File: src/design/lsf_pkg.sv
// lsf_pkg: shared types, constants and helpers of the line substring filter
// used by every module of the filter; depends on nothing
`timescale 1ns / 1ps
`default_nettype none

package lsf_pkg;

  localparam int PatternMax = 16;
  localparam int LineLimit  = 255;
  localparam int ByteW      = 8;
  localparam int ColW       = 8;
  localparam int LineW      = 16;
  localparam int PatLenW    = 5;
  localparam int CfgIdxW    = 3;
  localparam int CfgDataW   = 64;
  localparam int LenIdxW    = (PatternMax > 1) ? $clog2(PatternMax) : 1;

  localparam logic [ByteW-1:0] Newline   = 8'd10;
  localparam logic [ByteW-1:0] UpperA    = 8'd65;
  localparam logic [ByteW-1:0] UpperZ    = 8'd90;
  localparam logic [ByteW-1:0] CaseDelta = 8'd32;

  typedef enum logic [CfgIdxW-1:0] {
    CFG_PAT_LO  = 3'd0,
    CFG_PAT_HI  = 3'd1,
    CFG_PAT_LEN = 3'd2,
    CFG_ICASE   = 3'd3,
    CFG_INVERT  = 3'd4
  } cfg_idx_e;

  typedef struct packed {
    logic [PatternMax-1:0][ByteW-1:0] pattern;
    logic [LenIdxW-1:0]               len_m1;
    logic                             icase;
    logic                             invert;
  } cfg_t;

  typedef struct packed {
    logic [LineW-1:0] line_number;
    logic             selected;
    logic             final_line;
  } result_t;

  function automatic logic [ByteW-1:0] fold_byte(input logic [ByteW-1:0] c,
                                                 input logic icase);
    logic [ByteW-1:0] r;
    r = c;
    if (icase && c >= UpperA && c <= UpperZ) begin
      r = c + CaseDelta;
    end
    return r;
  endfunction

endpackage

`default_nettype wire

File: src/design/lsf_match.sv
// lsf_match: compares the pattern against the newest bytes of the line window
// depends on lsf_pkg
`timescale 1ns / 1ps
`default_nettype none

module lsf_match import lsf_pkg::*; (
  input  logic [PatternMax-1:0][ByteW-1:0] win_i,
  input  cfg_t                             cfg_i,
  output logic                             hit_o
);

  logic [PatternMax-1:0] eq;

  // pattern byte j lines up with window byte len-1-j (window is newest first)
  always_comb begin
    for (int j = 0; j < PatternMax; j++) begin
      logic [LenIdxW-1:0] idx;
      logic               active;
      idx    = cfg_i.len_m1 - LenIdxW'(j);
      active = LenIdxW'(j) <= cfg_i.len_m1;
      eq[j]  = !active ||
               (fold_byte(cfg_i.pattern[j], cfg_i.icase) ==
                fold_byte(win_i[idx], cfg_i.icase));
    end
  end

  assign hit_o = &eq;

endmodule

`default_nettype wire

File: src/design/lsf_line_state.sv
// lsf_line_state: per-line window, column count, match flag and line counter
// depends on lsf_pkg and lsf_match
`timescale 1ns / 1ps
`default_nettype none

module lsf_line_state import lsf_pkg::*; (
  input  logic             clk_i,
  input  logic             rst_ni,
  input  logic             accept_i,
  input  logic [ByteW-1:0] text_byte_i,
  input  logic             end_of_file_i,
  input  cfg_t             cfg_i,
  output logic             push_o,
  output result_t          result_o
);

  logic [PatternMax-1:0][ByteW-1:0] win_q, win_d;
  logic [ColW-1:0]                  col_q, col_d;
  logic                             match_q, match_d;
  logic [LineW-1:0]                 line_q, line_d;

  logic            is_nl, searchable, finish, hit, hit_ok, match_now;
  logic [ColW-1:0] col_inc;

  assign is_nl      = text_byte_i == Newline;
  assign searchable = !is_nl && (col_q < ColW'(LineLimit));
  assign finish     = is_nl || end_of_file_i;
  assign col_inc    = col_q + ColW'(1);

  // window as it stands once this byte is shifted in
  always_comb begin
    win_d[0] = text_byte_i;
    for (int i = 1; i < PatternMax; i++) begin
      win_d[i] = win_q[i-1];
    end
  end

  lsf_match u_match (
    .win_i (win_d),
    .cfg_i (cfg_i),
    .hit_o (hit)
  );

  // only compare once the line holds at least a full pattern
  assign hit_ok    = searchable && (col_inc > ColW'(cfg_i.len_m1)) && hit;
  assign match_now = match_q || hit_ok;

  always_comb begin
    col_d   = col_q;
    match_d = match_q;
    line_d  = line_q;
    if (accept_i) begin
      if (searchable) begin
        col_d   = col_inc;
        match_d = match_now;
      end
      if (finish) begin
        col_d   = '0;
        match_d = 1'b0;
        if (end_of_file_i) begin
          line_d = LineW'(1);
        end else if (line_q != '1) begin
          line_d = line_q + LineW'(1);
        end
      end
    end
  end

  always_ff @(posedge clk_i or negedge rst_ni) begin
    if (!rst_ni) begin
      win_q   <= '0;
      col_q   <= '0;
      match_q <= 1'b0;
      line_q  <= LineW'(1);
    end else begin
      if (accept_i && searchable) begin
        win_q <= win_d;
      end
      col_q   <= col_d;
      match_q <= match_d;
      line_q  <= line_d;
    end
  end

  assign push_o               = accept_i && finish;
  assign result_o.line_number = line_q;
  assign result_o.selected    = cfg_i.invert ^ match_now;
  assign result_o.final_line  = end_of_file_i;

endmodule

`default_nettype wire

File: src/design/lsf_result_queue.sv
// lsf_result_queue: two-entry result buffer between line logic and output port
// depends on lsf_pkg
`timescale 1ns / 1ps
`default_nettype none

module lsf_result_queue import lsf_pkg::*; (
  input  logic    clk_i,
  input  logic    rst_ni,
  input  logic    push_i,
  input  result_t data_i,
  input  logic    pop_i,
  output logic    valid_o,
  output logic    full_o,
  output result_t data_o
);

  result_t    mem_q [2];
  logic       wr_ptr_q, rd_ptr_q;
  logic [1:0] cnt_q;

  assign valid_o = cnt_q != 2'd0;
  assign full_o  = cnt_q == 2'd2;
  assign data_o  = mem_q[rd_ptr_q];

  always_ff @(posedge clk_i) begin
    if (push_i) begin
      mem_q[wr_ptr_q] <= data_i;
    end
  end

  always_ff @(posedge clk_i or negedge rst_ni) begin
    if (!rst_ni) begin
      wr_ptr_q <= 1'b0;
      rd_ptr_q <= 1'b0;
      cnt_q    <= 2'd0;
    end else begin
      if (push_i) begin
        wr_ptr_q <= ~wr_ptr_q;
      end
      if (pop_i) begin
        rd_ptr_q <= ~rd_ptr_q;
      end
      if (push_i && !pop_i) begin
        cnt_q <= cnt_q + 2'd1;
      end else if (pop_i && !push_i) begin
        cnt_q <= cnt_q - 2'd1;
      end
    end
  end

endmodule

`default_nettype wire

File: src/design/line_substring_filter_core.sv
// line_substring_filter_core: fixed-string line filter, one text byte per cycle
// latency: with the queue empty, a result is valid the cycle after its closing beat
// throughput: one byte per clock; a two-entry result queue keeps input open while
// one result waits, so input stalls only when two results are pending
// reset: config returns to pattern 0, length 1, options off; line number to 1
// depends on lsf_pkg, lsf_line_state, lsf_match, lsf_result_queue
`timescale 1ns / 1ps
`default_nettype none

module line_substring_filter_core import lsf_pkg::*; (
  input  logic                clk_i,
  input  logic                rst_ni,
  input  logic                cfg_we_i,
  input  logic [CfgIdxW-1:0]  cfg_index_i,
  input  logic [CfgDataW-1:0] cfg_data_i,
  input  logic                in_valid_i,
  output logic                in_ready_o,
  input  logic [ByteW-1:0]    text_byte_i,
  input  logic                end_of_file_i,
  output logic                out_valid_o,
  input  logic                out_ready_i,
  output logic [LineW-1:0]    line_number_o,
  output logic                selected_o,
  output logic                final_line_o
);

  logic [CfgDataW-1:0] pat_lo_q, pat_hi_q;
  logic [PatLenW-1:0]  pat_len_q;
  logic                icase_q, invert_q;

  always_ff @(posedge clk_i or negedge rst_ni) begin
    if (!rst_ni) begin
      pat_lo_q  <= '0;
      pat_hi_q  <= '0;
      pat_len_q <= PatLenW'(1);
      icase_q   <= 1'b0;
      invert_q  <= 1'b0;
    end else if (cfg_we_i) begin
      unique case (cfg_index_i)
        CFG_PAT_LO:  pat_lo_q  <= cfg_data_i;
        CFG_PAT_HI:  pat_hi_q  <= cfg_data_i;
        CFG_PAT_LEN: pat_len_q <= cfg_data_i[PatLenW-1:0];
        CFG_ICASE:   icase_q   <= cfg_data_i[0];
        CFG_INVERT:  invert_q  <= cfg_data_i[0];
        default: ;
      endcase
    end
  end

  cfg_t                  cfg;
  logic [2*CfgDataW-1:0] pat_all;

  assign pat_all = {pat_hi_q, pat_lo_q};

  // clamp length to 1..PatternMax
  always_comb begin
    for (int j = 0; j < PatternMax; j++) begin
      cfg.pattern[j] = pat_all[j*ByteW +: ByteW];
    end
    if (pat_len_q == '0) begin
      cfg.len_m1 = '0;
    end else if (pat_len_q > PatLenW'(PatternMax)) begin
      cfg.len_m1 = LenIdxW'(PatternMax - 1);
    end else begin
      cfg.len_m1 = LenIdxW'(pat_len_q - PatLenW'(1));
    end
    cfg.icase  = icase_q;
    cfg.invert = invert_q;
  end

  logic    accept, push, q_full, pop;
  result_t result, head;

  assign in_ready_o = !q_full;
  assign accept     = in_valid_i && in_ready_o;
  assign pop        = out_valid_o && out_ready_i;

  lsf_line_state u_line_state (
    .clk_i         (clk_i),
    .rst_ni        (rst_ni),
    .accept_i      (accept),
    .text_byte_i   (text_byte_i),
    .end_of_file_i (end_of_file_i),
    .cfg_i         (cfg),
    .push_o        (push),
    .result_o      (result)
  );

  lsf_result_queue u_result_queue (
    .clk_i   (clk_i),
    .rst_ni  (rst_ni),
    .push_i  (push),
    .data_i  (result),
    .pop_i   (pop),
    .valid_o (out_valid_o),
    .full_o  (q_full),
    .data_o  (head)
  );

  assign line_number_o = head.line_number;
  assign selected_o    = head.selected;
  assign final_line_o  = head.final_line;

endmodule

`default_nettype wire

File: config.mk
export PLATFORM = sky130hd
export DESIGN_NAME = line_substring_filter_core
export DESIGN_NICKNAME = d
export VERILOG_FILES = /design/src/design/lsf_pkg.sv /design/src/design/lsf_match.sv /design/src/design/lsf_line_state.sv /design/src/design/lsf_result_queue.sv /design/src/design/line_substring_filter_core.sv
export SDC_FILE = /design/constraint.sdc
export NUM_CORES = 1
export LEC_CHECK = 0
export ABC_AREA = 0
export BUFFER_PORTS_ARGS = -buffer_cell sky130_fd_sc_hd__clkbuf_2
export CORE_MARGIN = 2
export CORE_UTILIZATION = 40
export CTS_BUF_LIST = sky130_fd_sc_hd__clkbuf_16
export CTS_CLUSTER_DIAMETER = 50
export DETAILED_ROUTE_END_ITERATION = 16
export GPL_ROUTABILITY_DRIVEN = 0
export SYNTH_ARGS = -nofsm -noshare
export SYNTH_HDL_FRONTEND = slang
export SYNTH_HIERARCHICAL = 1
export SYNTH_SLANG_ARGS = --single-unit
File: constraint.sdc
create_clock -name clk_i -period 6.8 [get_ports clk_i]
set_input_delay 1.02 -clock clk_i [delete_from_list [all_inputs] [get_ports clk_i]]
set_output_delay 1.02 -clock clk_i [all_outputs]
set_load 0.02 [all_outputs]
==> results.py <==
metrics = {
    "clock_tree": {
        "ctsHtreeMaxLevel": 2,
        "cts_tree": "built",
        "clock_path_buffers": 3,
        "cts_num_sinks": 320,
        "cts_resized": 0,
        "source_to_sink_clock_delay_at_the_later_pin_of_the_worst_skew_pair_ps": 580,
        "numCtsBuffers": 44,
        "worst_path_clk_slew_ps": 60,
        "cts_setup_buffers": 0,
        "cts_hold_buffers": 0,
        "clock-root-buffer": "clkbuf_16",
    },
    "synth": {
        "synth_enable_flop_cells": 36,
        "yosys_warnings": 6,
        "synth.avg_cell_area_um2": 12.9,
        "syn-num-nets": 2084,
        "yosys_most_used_dff": "dfrtp_1",
        "share_of_synthesized_flip_flops_with_an_asynchronous_set_or_reset_pct": 88.8,
        "postSynthRegisterBits": 320,
        "gate_count_post_synth": 1949,
        "netlist-cell-type-count": 95,
        "synth.cell_area_mm2": 0.0251,
        "synth.yosys.seq_area_share_pct": 32.7,
    },
    "sta": {
        "period_needed_ps": 6560,
        "setup_repair_after_global_routing_missed_its_margin": "false",
        "final-max-slew-violation-count": 0,
        "fmax_mhz": 153,
        "finalSetupViolations": 0,
        "tns_ps": 0,
        "min_period_over_period_pct": 96.4,
        "relSlewSlack_pct": 30.5,
        "worst_setup_skew_after_layout_ps": 19.9,
        "timing.final.ws_setup_ps": 244,
        "worst-slew-pin-transition_ps": 1040,
        "finalHoldViolCount": 0,
    },
    "global_routing": {
        "grt_max_degree": 95,
        "grt.overflow.total": 0,
        "grt_antenna_before_repair": 3,
        "track_usage_pct": 22.5,
        "grt_first_pass_wirelength_mm": 111,
        "number_of_global_route_vias_before_repair": 17800,
    },
    "hold_path": {
        "hold_path.class": "input port to asynchronous set/reset pin",
    },
    "layout": {
        "layout.cells.most_common_list": "dfrtp_1, mux4_2, mux2_2",
        "syn_to_final_growth_pct": 11.1,
        "nNetsFinal": 2185,
        "layout_commonest_cell": "dfrtp_1",
        "final_area_mm2": 0.0279,
        "final_layout_size_suffix_gt1_share_pct": 36.1,
        "layout.core_utilization_pct": 45.1,
    },
    "setup_path": {
        "worst-setup-path-type": "flop to flop",
        "reg2reg_setup_slack_ps": 240,
        "crit_arrival_ps": 6960,
        "critPathCaptureType": "flop",
        "crit_slowest_cell": "or4_1",
        "critical_path.n_buffers_inverters": 3,
        "critPathMaxStageDelay_ps": 660,
        "r2r_start": "pat_len_q[0]",
        "crit_path_start_kind": "flop",
        "cp_max_fo": 17,
        "critPathLaunch": "pat_len_q[0]",
        "timing.critical_path.max_delay_family": "compound AO/OA/AOI/OAI gates",
        "cell_chain_critical_path": "inv_1 -> ha_1 -> nand2b_1 -> nor2_1 -> o21bai_4 -> inv_2 -> ha_4 -> buf_4 -> mux4_2 -> mux2i_1 -> mux2i_1 -> nor4bb_1 -> o21ai_1 -> o31ai_1 -> xnor2_1 -> a21o_1 -> o2111ai_1 -> or4_1 -> a2111oi_4 -> a21oi_1 -> a41oi_1 -> xor2_1",
        "required_ps": 7200,
        "timing.critical_path.mode_cell": "mux2i_1",
    },
    "placement": {
        "portBuffers": 100,
        "detailedPlacementHpwl_mm": 54.6,
        "place_ws_ps": 312,
        "placed_cell_area_mm2": 0.0264,
    },
    "status": {
        "run_status": "finished, final reports clean",
    },
    "die": {
        "coreArea_mm2": 0.0618,
        "floorplan.io_pins": 101,
        "floorplan.rows": 91,
        "die_h_um": 254,
        "initial_core_util_pct": 40.5,
        "dieArea_mm2": 0.0647,
        "die_x_extent_um": 254,
    },
    "routing": {
        "wirelength_mm": 72.9,
        "detailedRoute.firstIterationViolations": 1768,
        "drc": 0,
        "detail_route.vias_per_cell": 6.22,
        "drt.antenna.violating_nets": 0,
        "wire_per_inst_um": 25.0,
        "first_pass_drt_iterations": 5,
        "num_vias": 18200,
    },
    "job": {
        "max-cap-violations": 0,
    },
}
-- metal layers --
layer / global-route usage [%] / part of all wire [%] / vias up
li1: - / - / 7857
met1: 29.0 / 40 / 9288
met2: 36.8 / 48 / 843
met3: 4.57 / 7.9 / 195
met4: 9.70 / 4.7 / 4
met5: 0 / 0.044 / -
-- cells in the mapped netlist, types with 54 or more instances --
cell     number  area [um2]
dfrtp_1     282        7060
mux4_2      216        4860
mux2_2      135        1520
mux2_4      129        1940
mux2i_1     102        1020
nand2_1      86         323
nor2_1       85         319
xnor2_1      80         701
xor2_1       76         666
nand3_1      69         345
a21oi_1      57         285
ha_1         54         676
-- flip-flops by register name (all words and copies together) (netlist names), 2 cells and up --
name                  count
u_result_queue/mem_q     36
u_line_state/win_d      120
u_result_queue/cnt_q      2
u_line_state/line_q      16
u_line_state/col_q        8
pat_lo_q                 64
pat_hi_q                 64
pat_len_q                 5
-- worst reg2reg max path: cells and delay by family, from the launching register on --
kind                       cells  cell delay, ps
AOI/OAI and AO/OA              8            1910
xor gates and xnor gates       2             370
adders and majority gates      2             700
buffers and inverters          3             470
DFF                            1             570
muxes                          3            1030
and+or+nand+nor                4            1330
-- final cells by class --
| cell class | instances | area, um2 |
|---|---|---|
| Timing Repair Buffer | 163 | 1080 |
| Clock buffer | 45 | 1130 |
| Sequential cell | 320 | 8190 |
| Tap cell | 837 | 1050 |
| Multi-Input combinational cell | 1489 | 16000 |
| Fill cell | 5543 | 34000 |
| Clock inverter | 36 | 284 |
| Inverter | 32 | 120 |
| Antenna cell | 1 | 2.50 |
-- through the flow --
| stage | std cells | hold slack, ps |
|---|---|---|
| after floorplan | 1949 | 437 |
| after detailed placement | 2840 | 475 |
| final | 2923 | 468 |
| after CTS | 2921 | 481 |
| after global routing | 2923 | 514 |
| after global placement | 2840 | 474 |
-- logic make-up (layout without fill, tap and decap cells) --
logic type / after synthesis / after routing / synth area share [%]
AND/OR/NAND/NOR: 433 / 433 / 9.14
flip-flops: 320 / 320 / 32.7
other: 0 / 1 / 0
AO/OA/AOI/OAI: 223 / 223 / 6.10
XOR/XNOR: 163 / 163 / 6.00
adder cells (fa/ha/maj): 54 / 54 / 2.70
multiplexers: 616 / 616 / 39.5
buffers and inverters: 140 / 276 / 3.92
-- path summary, 6_finish.rpt --
check	endpoint	cells after the start
setup reg to reg	u_result_queue/mem_q[1][1]	22
hold / removal	u_line_state/win_d[107]	1
setup / recovery	u_result_queue/mem_q[1][1]	22
min in group clk_i	u_result_queue/cnt_q[1]	1
hold reg to reg	u_result_queue/cnt_q[1]	1
max in group asynchronous	u_line_state/col_q[3]	2
Power is left out: the tool's default activity adds up to more than one toggle a clock period on the data nets, which glitch-free logic cannot reach.
